**config.mk**
```make
export PLATFORM = sky130hd
export DESIGN_NAME = sblv_div
export DESIGN_NICKNAME = d
export VERILOG_FILES = /design/src/hw/rtl/sblv_pkg.sv /design/src/hw/rtl/sblv_div.sv
export SDC_FILE = /design/constraint.sdc
export NUM_CORES = 1
export LEC_CHECK = 0
export BUFFER_PORTS_ARGS = -buffer_cell sky130_fd_sc_hd__buf_4
export CORE_UTILIZATION = 57
export DETAILED_ROUTE_END_ITERATION = 8
export PLACE_DENSITY = 0.81
export SLEW_MARGIN = 30
export SYNTH_ARGS = -nofsm -noshare
export SYNTH_HDL_FRONTEND = slang
export SYNTH_SLANG_ARGS = --single-unit
```
**constraint.sdc**
```tcl
create_clock -name clk -period 3.2 [get_ports clk]
set_input_delay 0.16 -clock clk [delete_from_list [all_inputs] [get_ports clk]]
set_output_delay 0.16 -clock clk [all_outputs]
set_load 0.02 [all_outputs]
```
**src/hw/rtl/sblv_pkg.sv**
```systemverilog
`timescale 1ns / 1ps
// ----------------------------------------------------------------------------
// sblv_pkg
// Shared constants and functions of the spectrum band LED visualizer.
// ----------------------------------------------------------------------------
package sblv_pkg;

    localparam int NUM_BANDS_DEF  = 21;
    localparam int FFT_POINTS_DEF = 1024;
    localparam int EW             = 38;   // energy width
    localparam int HW             = 11;   // hue width
    localparam logic [15:0] DECAY_RST = 16'd36045;
    localparam logic [31:0] SEED_RST  = 32'd1;
    localparam logic [10:0] HUE_RANGE = 11'd1536;

    // configuration register indexes
    localparam logic [0:0] REG_DECAY = 1'b0;
    localparam logic [0:0] REG_SEED  = 1'b1;

    // first bin of band k; entry 21 is one past the top band
    function automatic logic [9:0] band_edge(input logic [4:0] k);
        logic [9:0] e;
        unique case (k)
            5'd0:  e = 10'd7;   5'd1:  e = 10'd9;   5'd2:  e = 10'd11;
            5'd3:  e = 10'd13;  5'd4:  e = 10'd17;  5'd5:  e = 10'd20;
            5'd6:  e = 10'd25;  5'd7:  e = 10'd30;  5'd8:  e = 10'd37;
            5'd9:  e = 10'd45;  5'd10: e = 10'd56;  5'd11: e = 10'd68;
            5'd12: e = 10'd83;  5'd13: e = 10'd101; 5'd14: e = 10'd124;
            5'd15: e = 10'd151; 5'd16: e = 10'd184; 5'd17: e = 10'd225;
            5'd18: e = 10'd275; 5'd19: e = 10'd335; 5'd20: e = 10'd409;
            default: e = 10'd500;
        endcase
        return e;
    endfunction

    // one xorshift32 step
    function automatic logic [31:0] xs_step(input logic [31:0] x0);
        logic [31:0] x;
        x = x0 ^ (x0 << 13);
        x = x ^ (x >> 17);
        x = x ^ (x << 5);
        return x;
    endfunction

endpackage

```
**src/hw/rtl/sblv_div.sv**
```systemverilog
`timescale 1ns / 1ps
// ----------------------------------------------------------------------------
// sblv_div
// Restoring divider: floor(num / den) for a 46-bit numerator, one bit a cycle.
// ----------------------------------------------------------------------------
module sblv_div
    import sblv_pkg::*;
(
    input  logic              clk,
    input  logic              rst_n,
    input  logic              start,
    input  logic [EW+7:0]     num,
    input  logic [EW-1:0]     den,
    output logic              done,
    output logic [EW+7:0]     quo
);
    localparam int NW = EW + 8;

    logic [NW-1:0] q_reg, q_next;
    logic [EW:0]   r_reg, r_next;
    logic [EW-1:0] d_reg, d_next;
    logic [5:0]    cnt_reg, cnt_next;
    logic          busy_reg, busy_next;
    logic          done_reg, done_next;
    logic [EW:0]   trial;

    // shift in one numerator bit, subtract when it fits
    always_comb
    begin
        q_next    = q_reg;
        r_next    = r_reg;
        d_next    = d_reg;
        cnt_next  = cnt_reg;
        busy_next = busy_reg;
        done_next = 1'b0;
        trial     = {r_reg[EW-1:0], q_reg[NW-1]};
        if (start)
        begin
            q_next    = num;
            r_next    = '0;
            d_next    = den;
            cnt_next  = 6'(NW);
            busy_next = 1'b1;
        end
        else if (busy_reg)
        begin
            if (trial >= {1'b0, d_reg})
            begin
                r_next = trial - {1'b0, d_reg};
                q_next = {q_reg[NW-2:0], 1'b1};
            end
            else
            begin
                r_next = trial;
                q_next = {q_reg[NW-2:0], 1'b0};
            end
            cnt_next = cnt_reg - 6'd1;
            if (cnt_reg == 6'd1)
            begin
                busy_next = 1'b0;
                done_next = 1'b1;
            end
        end
    end

    always_ff @(posedge clk or negedge rst_n)
    begin
        if (!rst_n)
        begin
            busy_reg <= 1'b0;
            done_reg <= 1'b0;
            cnt_reg  <= '0;
        end
        else
        begin
            busy_reg <= busy_next;
            done_reg <= done_next;
            cnt_reg  <= cnt_next;
        end
    end

    always_ff @(posedge clk)
    begin
        q_reg <= q_next;
        r_reg <= r_next;
        d_reg <= d_next;
    end

    assign done = done_reg;
    assign quo  = q_reg;
endmodule

```
## Yosys cells after proc, flatten, opt, wreduce, memory -nomap -nowiden

Cells that the tools add are included.

| cells by class | value |
|---|---|
| $add $sub $neg | 2 |
| muxes and demuxes | 12 |
| reduce and logical (&&, ||, !) cells | 1 |
| equal/unequal tests | 1 |
| order comparisons | 1 |

Operators with widths:

| operator | count |
|---|---|
| 46-bit 2-to-1 mux | 2 |
| 39-bit by 38-bit >= comparator with 1-bit output | 1 |
| 38-bit 2-to-1 mux | 1 |
| 38-bit subtractor | 1 |
| 6-bit 2-to-1 mux | 2 |
| 1-bit 2-to-1 mux | 7 |
| 6-bit by 1-bit == test with 1-bit output, second input constant | 1 |
| 6-bit by 1-bit subtractor with 6-bit output, second input constant | 1 |
| 2-bit nonzero test | 1 |

| word-level totals | value |
|---|---|
| bits in registers | 130 |
| bits of input ports | 87 |
| output and inout bits | 47 |
| logic and storage cells | 23 |

## Logic depth before layout (Yosys ltp)

Gate-level depths: netlist (run 1).

| logic depth | value |
|---|---|
| depth in word-level cells | 4 |
| mapped depth | 13 |
| mapped depth without buffers | 13 |

## Least setup slack after synthesis (run 1)

OpenSTA, ideal clock, no wires.

| timing | value |
|---|---|
| path type | reg-to-reg |
| start | register q_reg[45] (netlist: quo[45]) |
| end | register r_reg[36] |
| arrival time | 2.899 ns |
| data required time | 3.130 ns |
| path buffers | 0 |
| stages on the path, launching flop included | 14 |
| period minus slack after synthesis | 2.970 ns |
| slack | 0.230 ns |
| library setup time | 0.070 ns |
| cell sequence | edfxtp_1 inv_1 ha_1 inv_1 fa_1 a21o_1 a221o_1 a211o_1 nand3_1 nand3_1 nand2_1 mux2_1 a31o_1 a21oi_1 |

| between the ends | value |
|---|---|
| longest elaborated chain between the ends | 2 |
| elaborated cells on any way between the ends | 3 |
| those cells by class | 1 x add/sub; 1 x order compare; 1 x mux |

Ends and longest elaborated chain:

| what | line | text |
|---|---|---|
| start: declaration | sblv_div.sv:19 | `logic [NW-1:0] q_reg, q_next;` |
| start signal: assignment | sblv_div.sv:84 | `q_reg <= q_next;` |
| 38-bit subtractor or 39-bit by 38-bit >= comparator with 1-bit output (tied branches) | sblv_div.sv:49, sblv_div.sv:47 |  |
| 38-bit 2-to-1 mux (*) | sblv_div.sv:47 | `if (trial >= {1'b0, d_reg})` |
| end signal: assignment | sblv_div.sv:85 | `r_reg <= r_next;` |
| end: declaration | sblv_div.sv:20 | `logic [EW:0] r_reg, r_next;` |

Every way passes the cells marked *; elsewhere a longest branch is shown, timed or not.
A chain may end at the register's enable or synchronous reset.

## Final worst setup path (run 1)

Ends and elaborated chain as after synthesis.

==> results.md, run 1 <==
- Status: finished, final reports clean
- PortBufs: 133
- Share of cells above drive strength 1: a little over a quarter
- WP data arrival: 3.45 ns
- Core Footprint: 12800 µm²
- Routed vias: approximately 6.3k
- Synth Register Bits: 130
- Ys async rst share: about 6%
- Syn Std Cell Area: 7570 µm²
- Tcrit/Tclk final: 96.7%
- Mapped Nets: 874
- # Max-Cap Violations: 0
- Vias per cell: 5.86
- Placed cell count: 1010
- CTS clk-pin slew, worst paths: 0.06 ns
- Minimum clock period: 3.10 ns
- GRT Total Usage: 27.7%
- Root Buffer: clkbuf_16
- Worst Max-Slew Pin Slew: around 0.73 ns
- Crit-path max FO: 4
- Cts bufs inserted: 17
- HP Class: primary input to flip-flop
- First-pass DRT Iterations: 6
- Crit. End Element: flip-flop
- Synth area leader: edfxtp_1
- Max-slew violations: 0
- Clock Latency Late Sink: roughly 0.43 ns
- Area share of the largest cell type after synthesis: 33.3%
- Die ar.: 13700 µm²
- Die Span Y: 117 µm
- Syn Area/Cell: 10.2 µm²
- Setup violations, final: 0
- WL/cell: 16.9 µm
- Sequential area share after synthesis: 46.0%
- Drt initial violations: approximately 500
- XOR/XNOR Fraction of Synth Area: roughly 4.4%
- Clock buffer depth: 2
- Row cnt: 41
- Fin area: 9630 µm²
- Fin. Hold Viols: 0
- Main combinational cell family by area after synthesis: compound AO/OA/AOI/OAI gates
- Critical path, cell by cell: inv_1 -> ha_1 -> inv_1 -> fa_2 -> a21o_1 -> a221o_1 -> a211o_1 -> nand3_1 -> nand3_1 -> nand2_1 -> mux2_1 -> a31o_1 -> a21oi_1
- Compound-Gate Fraction of Synth Area: 16.2%
- CP required: ~3.6 ns
- Mux contribution to synthesized area: 7.67%
- Final Non-Filler Cells: 1084
- Routed Antenna Nets: 0
- Antenna cells: 0
- Vias in the first global route: 6233
- Netlist cell types: slightly below 70
- Setup Crit Path Kind: flip-flop to flip-flop
- Yosys warnings: 0
- Nets: 1027
- IO Count: 134
- Fin util: 75.4%
- Setup TNS: 0 ns
- Routed wire length: 18400 µm
- Max-slew headroom: 51.2%
- Sink Count: 130
- Startpoint type of the worst setup path: flip-flop
- Global route total overflow: 0
- Max FFs per register: 46
- Top_reg_cell synth: edfxtp_1
- Post-Synth Simple-Gate Area: 13.0%
- Max Clock Freq: 0.323 GHz
- DRC Markers: 0
- RePlAce Congestion: 0.935
- Adder-Cell Fraction of Synth Area: 6.87%
- Pwr dens: 789 nW/µm²
- Total power: 7.60 mW
- TritonCTS clock tree: yes
- First-pass GRT wire length: 29200 µm
- Fill count: roughly 840
- Slowest cell on crit path: edfxtp_1
- Dpl hpwl: between 10000 and 15000 µm
- Htree depth: 4
- Max VDD drop: 0.000624 V
- Largest net degree at the start of global routing: 80
- Die W: roughly 120 µm
- Leak: 4.11 nW
- Placed cell area: 8610 µm²
- Post-Synthesis Cells: around 750
- Starting Density: 59.3%
- Post-synth EDFFs: 84
- Area Growth Syn to Fin: 27.2%
- Antenna violations before repair: 0
- Ranking of synthesized cells by area: edfxtp_1, dfxtp_1, mux2_2
- Worst clock skew: 0.0121 ns
- CP max stage delay: 0.41 ns
[worst max-delay path, delay by kind of cell (launching register included)]
kind / cells / cell delay [ns]
buffers and inverters: 2 / 0.14
DFF: 1 / 0.41
muxes: 1 / 0.33
and+or+nand+nor: 3 / 0.38
AOI/OAI and AO/OA: 5 / 1.24
adders and majority gates: 2 / 0.51
[where the power goes]
group | total [mW] | internal [mW] | switching, mW
registers | 2.36 | 2.12 | 0.238
clock network | 1.98 | 1.17 | 0.816
logic | 3.26 | 1.38 | 1.88
[cells in the final DEF (no fill, tap or decap), types with 3 or more instances in the layout]
master	Yosys	layout
a211oi_1	6	6
a21o_1	15	15
a21oi_1	47	47
a21oi_2	3	3
a311oi_1	29	29
a31oi_1	6	5
and3_1	6	6
buf_4	8	140
clkbuf_16	0	17
clkinvlp_4	0	4
dfrtp_1	8	7
dfxtp_1	38	38
dlygate4sd3_1	0	39
edfxtp_1	84	84
ha_1	40	40
inv_1	50	50
inv_6	0	6
mux2_2	47	47
mux2i_1	4	4
nand2_1	93	93
nand2b_1	9	9
nand3_1	12	12
nand3b_1	3	3
nand4_1	13	13
nor2_1	54	54
nor3_1	7	7
nor4_1	4	4
o211ai_1	5	5
o21a_1	7	7
o21ai_0	15	15
o21ai_1	8	8
o21bai_1	7	7
o31a_1	3	3
xnor2_1	21	21
xor2_1	17	17
[per-layer routing]
metal  global-route usage [%]  vias up  part of all wire [%]
li1                         -     3018                     -
met1                     32.9     3034                    42
met2                     47.7      248                    49
met3                     7.42       48                   6.2
met4                     11.2        0                   2.3
met5                        0        -                     0
[timing repair]
action                     4_1_cts  5_1_grt
setup endpoints to repair        0        7
gates resized for setup          0        3
hold endpoints to repair        46        0
hold buffers                    39        0
buffers inserted                 0        3
[cell families (layout without fill, tap and decap cells)]
logic type | count (synthesis) | count (layout)
flip-flops | 130 | 130
buffers and inverters | 97 | 263
XOR/XNOR | 38 | 38
adder cells (fa/ha/maj) | 41 | 41
AO/OA/AOI/OAI | 174 | 174
multiplexers | 52 | 52
AND/OR/NAND/NOR | 214 | 214
[worst paths after layout]
| path | startpoint | endpoint | slack, ns | depth (start not counted) |
|---|---|---|---|---|
| max | quo[45]$_DFFE_PP_ | r_reg[36]$_SDFFE_PP0P_ | 0.10 | 13 |
| min | num[6] | quo[6]$_DFFE_PP_ | 0.03 | 2 |
| max reg2reg | quo[45]$_DFFE_PP_ | r_reg[36]$_SDFFE_PP0P_ | 0.10 | 13 |
| min reg2reg | r_reg[8]$_SDFFE_PP0P_ | r_reg[9]$_SDFFE_PP0P_ | 0.50 | 2 |
| max in group asynchronous | rst_n | busy_reg$_DFF_PN0_ | 2.98 | 2 |
| min in group asynchronous | rst_n | done$_DFF_PN0_ | 0.08 | 2 |
[synthesized netlist by cell type, types with 6 or more instances]
| master | instances |
|---|---|
| buf_4 | 8 |
| dfxtp_1 | 38 |
| inv_1 | 50 |
| a211oi_1 | 6 |
| dfrtp_1 | 8 |
| edfxtp_1 | 84 |
| nand3_1 | 12 |
| xnor2_1 | 21 |
| o21ai_1 | 8 |
| a311oi_1 | 29 |
| a21o_1 | 15 |
| a31oi_1 | 6 |
| buf_2 | 14 |
| xor2_1 | 17 |
| nor2_1 | 54 |
| nand2_1 | 93 |
| o21ai_0 | 15 |
| mux2_2 | 47 |
| a21oi_1 | 47 |
| o21bai_1 | 7 |
| o21a_1 | 7 |
| nor3_1 | 7 |
| ha_1 | 40 |
| and3_1 | 6 |
| nand4_1 | 13 |
| clkbuf_1 | 19 |
| nand2b_1 | 9 |
[metrics by stage]
step / hold WS, ns / worst slack (ns)
floorplan: -0.136 / 0.230
CTS: 0.0192 / 0.0177
global route: 0.0219 / -0.000489
finish: 0.0324 / 0.105
global placement: -0.0190 / 0.157
detailed placement: -0.0134 / 0.0881
[final cells by class]
type | count | area, µm² | share of cell area, %
Multi-Input combinational cell | 519 | 3670 | 38.1
Clock buffer | 17 | 425 | 4.42
Clock inverter | 15 | 170 | 1.77
Tap cell | 172 | 215 | 2.23
Inverter | 50 | 188 | 1.95
Sequential cell | 130 | 3480 | 36.2
Timing Repair Buffer | 181 | 1480 | 15.4
Note: power is estimated with default switching activity, not from simulation.
==> run 2, diff against run 1 <==
- CORE_MARGIN: not set -> 2
- PLACE_DENSITY: 0.81 -> 0.83
==> results.md, run 2 (synthesis results as in run 1) <==
- Status: finished, final reports clean
- Clock buffer depth: 2 (unchanged)
- Fin. Hold Viols: 0 (unchanged)
- CTS clk-pin slew, worst paths: 0.06 ns (about the same)
- RePlAce Congestion: 0.896 (-4.2%)
- Max-slew violations: 0 (unchanged)
- HP Class: primary input to flip-flop
- Routed Antenna Nets: 0 (unchanged)
- Fin util: 73.9% (-1.5 points)
- R2R cell count: 13 (unchanged)
- Core Footprint: 13100 µm² (+2.4%)
- First-pass DRT Iterations: 5 (-1)
- Share of cells above drive strength 1: 26.3% (-0.25 points)
- WP data arrival: 3.42 ns (-0.03 ns)
- Htree depth: 4 (unchanged)
- Setup Crit Path Kind: flip-flop to flip-flop
- Global route total overflow: 0 (unchanged)
- Pwr dens: 797 nW/µm² (+1.0%)
- RR Endpoint: r_reg[36]$_SDFFE_PP0P_
- Antenna cells: 0 (unchanged)
- Max-slew headroom: 51.3% (+0.13 points)
- Worst R2R Setup Slack: 0.14 ns (+0.03 ns)
- WL/cell: 17.0 µm (+0.44%)
- Setup TNS: 0 ns (unchanged)
- Die ar.: 14200 µm² (+3.4%)
- Starting Density: 57.9% (-1.4 points)
- Pre-CTS WS: 0.0985 ns (+0.0104 ns)
- Crit-path max FO: 5 (+1)
- Routed vias: 6287 (-0.96%)
- PortBufs: 133 (unchanged)
- Sink Count: 130 (unchanged)
- Antenna violations before repair: 0 (unchanged)
- Nets: 1028 (+0.097%)
- Worst Max-Slew Pin Slew: 0.730 ns (-0.00200 ns)
- Startpoint type of the worst setup path: flip-flop
- Commonest cells after routing, fill and taps aside: buf_4, nand2_1, edfxtp_1
- Vias per cell: 5.77 (-1.4%)
- Drt initial violations: 549 (+7.6%)
- Max FFs per register: 46 (unchanged)
- Worst clock skew: 0.00950 ns (-0.00264 ns)
- GRT Total Usage: 27.0% (-0.72 points)
- Root Buffer: clkbuf_16
- CP required: 3.56 ns (about the same)
- Cts bufs inserted: 17 (unchanged)
- Die Span Y: 119 µm (+1.7%)
- RSZ-0062 raised after global routing: false
- Minimum clock period: 3.06 ns (-0.0345 ns)
- Leak: 4.14 nW (+0.63%)
- Max Clock Freq: 0.327 GHz (+1.1%)
- Die W: 119 µm (+1.7%)
- RR Startpoint: quo[45]$_DFFE_PP_
- DRC Markers: 0 (unchanged)
- First-pass GRT wire length: 30300 µm (+4.0%)
- Clock Latency Late Sink: 0.43 ns (about the same)
- Tcrit/Tclk final: 95.7% (-1.1 points)
- # Max-Cap Violations: 0 (unchanged)
- Dpl hpwl: 12700 µm (+4.1%)
- Most common cell after layout, fill and taps aside: buf_4
- Fin Hold WS: 0.0264 ns (-0.00605 ns)
- Max VDD drop: 0.000461 V (-26%)
- TritonCTS clock tree: yes
- Vias in the first global route: 6396 (+2.6%)
- Row cnt: 42 (+2.4%)
- Setup violations, final: 0 (unchanged)
- Fill count: 838 (-0.71%)
- CP Launch Point: quo[45]$_DFFE_PP_
- Routed wire length: 18500 µm (+0.90%)
- Area Growth Syn to Fin: 27.7%
- IO Count: 134 (unchanged)
- Crit. End Element: flip-flop
- Largest net degree at the start of global routing: 47 (-41%)
- Critical Path Sink: r_reg[36]$_SDFFE_PP0P_
- Final WS setup: 0.139 ns (+0.0345 ns)
==> run 2: worst max-delay path, cell delays in order (launching register included) <==
cell and delay (ns):
edfxtp_1 0.41, inv_1 0.08, ha_1 0.15, inv_1 0.05, fa_2 0.35, a21o_1 0.22, a221o_1 0.34, a211o_4 0.39
nand3_1 0.13, nand3_1 0.11, nand2_1 0.11, mux2_1 0.32, a31o_1 0.22, a21oi_1 0.12
==> run 2: power by group <==
| group | switching (mW) | internal (mW) |
|---|---|---|
| logic | 1.89 | 1.38 |
| clock network | 0.738 | 1.35 |
| registers | 0.238 | 2.12 |
==> run 2: layer usage <==
layer | vias to the layer above | share of wire [%] | global-route usage, %
li1 | 3018 | - | -
met1 | 2989 | 42 | 31.8
met2 | 236 | 50 | 45.5
met3 | 44 | 6.8 | 9.24
met4 | 0 | 2.1 | 10.4
met5 | - | 0 | 0
==> run 2: final cells by class <==
type / instances / area [µm²] / area share (%)
Tap cell: 176 / 220 / 2.28
Sequential cell: 130 / 3480 / 36.0
Clock buffer: 21 / 460 / 4.76
Multi-Input combinational cell: 519 / 3670 / 37.9
Inverter: 50 / 188 / 1.94
Timing Repair Buffer: 182 / 1480 / 15.3
Clock inverter: 11 / 176 / 1.82
==> run 2: repair_timing <==
item                       4_1_cts  5_1_grt
buffers inserted                 0        1
hold endpoints to repair        46        0
setup endpoints to repair        0        5
gates resized for setup          0        2
hold buffers                    39        0
==> run 2: worst min-delay path by stage <==
stage | from | endpoint | slack (ns) | depth (start not counted)
after floorplan | rst_n | busy_reg$_DFF_PN0_ | -0.14 | 0
after global placement | rst_n | done$_DFF_PN0_ | -0.02 | 1
after detailed placement | rst_n | done$_DFF_PN0_ | -0.01 | 1
after CTS | num[31] | quo[31]$_DFFE_PP_ | 0.008 | 2
after global routing | num[26] | quo[26]$_DFFE_PP_ | 0.004 | 2
final | num[28] | quo[28]$_DFFE_PP_ | 0.03 | 2
==> run 2: stage by stage <==
| step | area (µm²) | power [mW] | instances |
|---|---|---|---|
| 2_1_floorplan | 7570 | 4.79 | 746 |
| 3_3_place_gp | 8630 | 5.44 | 1017 |
| 3_5_place_dp | 8630 | 5.50 | 1017 |
| 4_1_cts | 9650 | 7.68 | 1088 |
| 5_1_grt | 9670 | 8.16 | 1089 |
| 6_report | 9670 | 7.71 | 1089 |
==> run 3, diff against run 2 <==
- ABC_AREA: not set -> 1
- CORE_UTILIZATION: 57 -> 59
- CTS_BUF_LIST: not set -> sky130_fd_sc_hd__clkbuf_8
- PLACE_DENSITY: 0.83 -> 0.85
==> results.md, run 3 <==
- Status: finished, final reports clean
- Setup TNS: 0 ns (unchanged)
- Sw frac: 46.1% (+9.0 points)
- Synth Register Bits: 130 (unchanged)
- PortBufs: 133 (unchanged)
- Htree depth: 4 (unchanged)
- GRT Total Usage: 34.3% (+7.3 points)
- Setup Crit Path Kind: flip-flop to flip-flop
- Commonest cells after routing, fill and taps aside: nand2_1, inv_1, buf_4
- Mapped Nets: 1308 (+50%)
- Routed Antenna Nets: 0 (unchanged)
- # Max-Cap Violations: 0 (unchanged)
- First-pass DRT Iterations: 7 (+2)
- Fin. Hold Viols: 0 (unchanged)
- Max Clock Freq: 0.378 GHz (+16%)
- Row cnt: 43 (+2.4%)
- Most numerous cell in the Yosys netlist: nand2_1
- Met2 routed WL: 11800 µm (+29%)
- Syn Area/Cell: 7.07 µm² (-30%)
- Yosys warnings: 0 (unchanged)
- Root Buffer: clkbuf_8
- M1 WL: 9900 µm (+29%)
- Post-Synthesis Cells: 1180 (+58%)
- Most frequent cells after synthesis: nand2_1, inv_1, nand3_1
- Setup violations, final: 0 (unchanged)
- HP Class: primary input to async pin
- Max FFs per register: 46 (unchanged)
- Minimum clock period: 2.65 ns (-0.413 ns)
- Core Footprint: 13800 µm² (+5.7%)
- CTS clk-pin slew, worst paths: 0.09 ns (+0.03 ns)
- WL/cell: 15.6 µm (-8.2%)
- Nets: 1521 (+48%)
- Clk pwr share: 18.2% (-8.9 points)
- Netlist cell types: 34 (-50%)
- Worst clock skew: 0.0131 ns (+0.00362 ns)
- Sequential area share after synthesis: 41.7% (-4.3 points)
- Sequential share of power: 29.7% (-0.9 points)
- RePlAce Congestion: 0.990 (+10%)
- Post-CTS Hold Buffers: 83 (+110%)
- Antenna violations before repair: 0 (unchanged)
- Int Pwr: 4.25 mW (-12%)
- IO Count: 134 (unchanged)
- Placed cell count: 1471 (+45%)
- Top Metal Used: met4
- Die W: 123 µm (+3.1%)
- Crit-path max FO: 18 (+13)
- Routed wl met3: 2220 µm (+77%)
- TritonCTS clock tree: yes
- Vias in the first global route: 8275 (+29%)
- Post-CTS Setup Bufs: 0 (unchanged)
- Startpoint type of the worst setup path: flip-flop
- Max-slew violations: 0 (unchanged)
- Drt initial violations: 881 (+60%)
- Die Span Y: 123 µm (+3.1%)
- Pwr dens: 737 nW/µm² (-7.5%)
- Routed wire length: 24800 µm (+34%)
- Clock buffer depth: 2 (unchanged)
- Vias per cell: 5.27 (-8.8%)
- Area Growth Syn to Fin: 28.2%
- Proportion of power drawn by combinational gates: 52.1% (+9.8 points)
- Leak: 5.63 nW (+36%)
- CP required: 3.59 ns (+0.03 ns)
- Syn Std Cell Area: 8340 µm² (+10%)
- Routed vias: 8356 (+33%)
- Cts bufs inserted: 17 (unchanged)
- Crit. End Element: flip-flop
- Max-slew headroom: 59.2% (+7.9 points)
- Starting Density: 60.3% (+2.5 points)
- Tcrit/Tclk final: 82.7% (-13 points)
- Share of cells above drive strength 1: 13.7% (-13 points)
- Synth area leader: edfxtp_1
- Fin util: 77.4% (+3.5 points)
- Die ar.: 15100 µm² (+6.2%)
- Post-synth EDFFs: 84 (unchanged)
- First-pass GRT wire length: 39600 µm (+31%)
- Top_reg_cell synth: edfxtp_1
- Clock Latency Late Sink: 0.49 ns (+0.06 ns)
- Area share of the largest cell type after synthesis: 30.2% (-3.1 points)
- WP data arrival: 3.03 ns (-0.39 ns)
- # resized after CTS: 0 (unchanged)
- Worst Max-Slew Pin Slew: 0.610 ns (-0.120 ns)
- Dpl hpwl: 15800 µm (+24%)
- Fin Hold WS: 0.0241 ns (-0.00226 ns)
- Largest net degree at the start of global routing: 55 (+17%)
- Max VDD drop: 0.000406 V (-12%)
- Final Non-Filler Cells: 1587 (+46%)
- DRC Markers: 0 (unchanged)
- Sink Count: 130 (unchanged)
- Ranking of synthesized cells by area: edfxtp_1, nand2_1, dfxtp_1
- Switch Pwr: 3.64 mW (+27%)
- Global route total overflow: 0 (unchanged)
- Most common cell after layout, fill and taps aside: nand2_1
- RSZ-0062 raised after global routing: false
- Ys async rst share: 6.15% (unchanged)
[run 3: cell count changes after synthesis, moves of 19 or more]
cell and delta:
nand2_1 +389, inv_1 +143, nand3_1 +79, mux2_2 -47
a311oi_1 -29, a21oi_1 -19
[run 3: cell families after synthesis]
family | count (synthesis) | share of synthesized area [%]
simple gates | 691 | 34.4
buf+inv | 230 | 11.0
flops | 130 | 41.7
compound gates | 68 | 4.48
fa+ha+maj | 41 | 6.24
xor+xnor | 20 | 2.10
[run 3: final timing paths]
kind / cells past startpoint / endpoint / startpoint / slack, ns
max: 15 / r_reg[33]$_SDFFE_PP0P_ / d_reg[32]$_DFFE_PP_ / 0.55
min: 2 / cnt_reg[4]$_DFFE_PN0P_ / rst_n / 0.02
max reg2reg: 15 / r_reg[33]$_SDFFE_PP0P_ / d_reg[32]$_DFFE_PP_ / 0.55
min reg2reg: 2 / r_reg[19]$_SDFFE_PP0P_ / r_reg[19]$_SDFFE_PP0P_ / 0.48
max in group asynchronous: 2 / cnt_reg[2]$_DFFE_PN0P_ / rst_n / 3.05
min in group clk: 3 / quo[21]$_DFFE_PP_ / num[21] / 0.03
[run 3: stage by stage]
step	worst slack (ns)	power [mW]	instance area, µm²
after floorplan	0.652	5.37	8340
after global placement	0.759	6.16	9470
after detailed placement	0.701	6.26	9470
after CTS	0.670	7.78	10700
after global routing	0.407	8.50	10700
final	0.552	7.89	10700
[run 3: power groups by stage]
stage / logic [mW] / clock network (mW) / registers (mW)
floorplan: 2.99 / 0 / 2.38
global placement: 3.82 / 0 / 2.35
detailed placement: 3.90 / 0 / 2.36
CTS: 4.01 / 1.43 / 2.33
global route: 4.61 / 1.52 / 2.38
finish: 4.11 / 1.43 / 2.35
[run 3: cell type report]
class	instances	area, µm²
clock buffers	17	234
well taps	180	225
diodes	1	2.50
multi-input cells	820	3940
inverters	200	751
clock inverters	15	159
flip-flops and latches	130	3480
fillers	934	3130
repair buffers	224	1900
[run 3: per-layer routing]
metal	vias up	track usage, %
li1	4094	-
met1	3791	40.7
met2	394	58.1
met3	77	10.1
met4	0	14.6
met5	-	0
[run 3: worst max-delay path: stages, from the launching register on]
cell      delay, ns
edfxtp_1       0.38
inv_1          0.07
ha_1           0.29
a21oi_1        0.30
nor2_1         0.07
nor2_1         0.15
nor2_1         0.07
nor2_1         0.09
nand2_1        0.07
inv_2          0.31
buf_4          0.35
nand3_1        0.12
nand2_1        0.09
clkinv_1       0.08
nand2_1        0.08
nand2_1        0.05
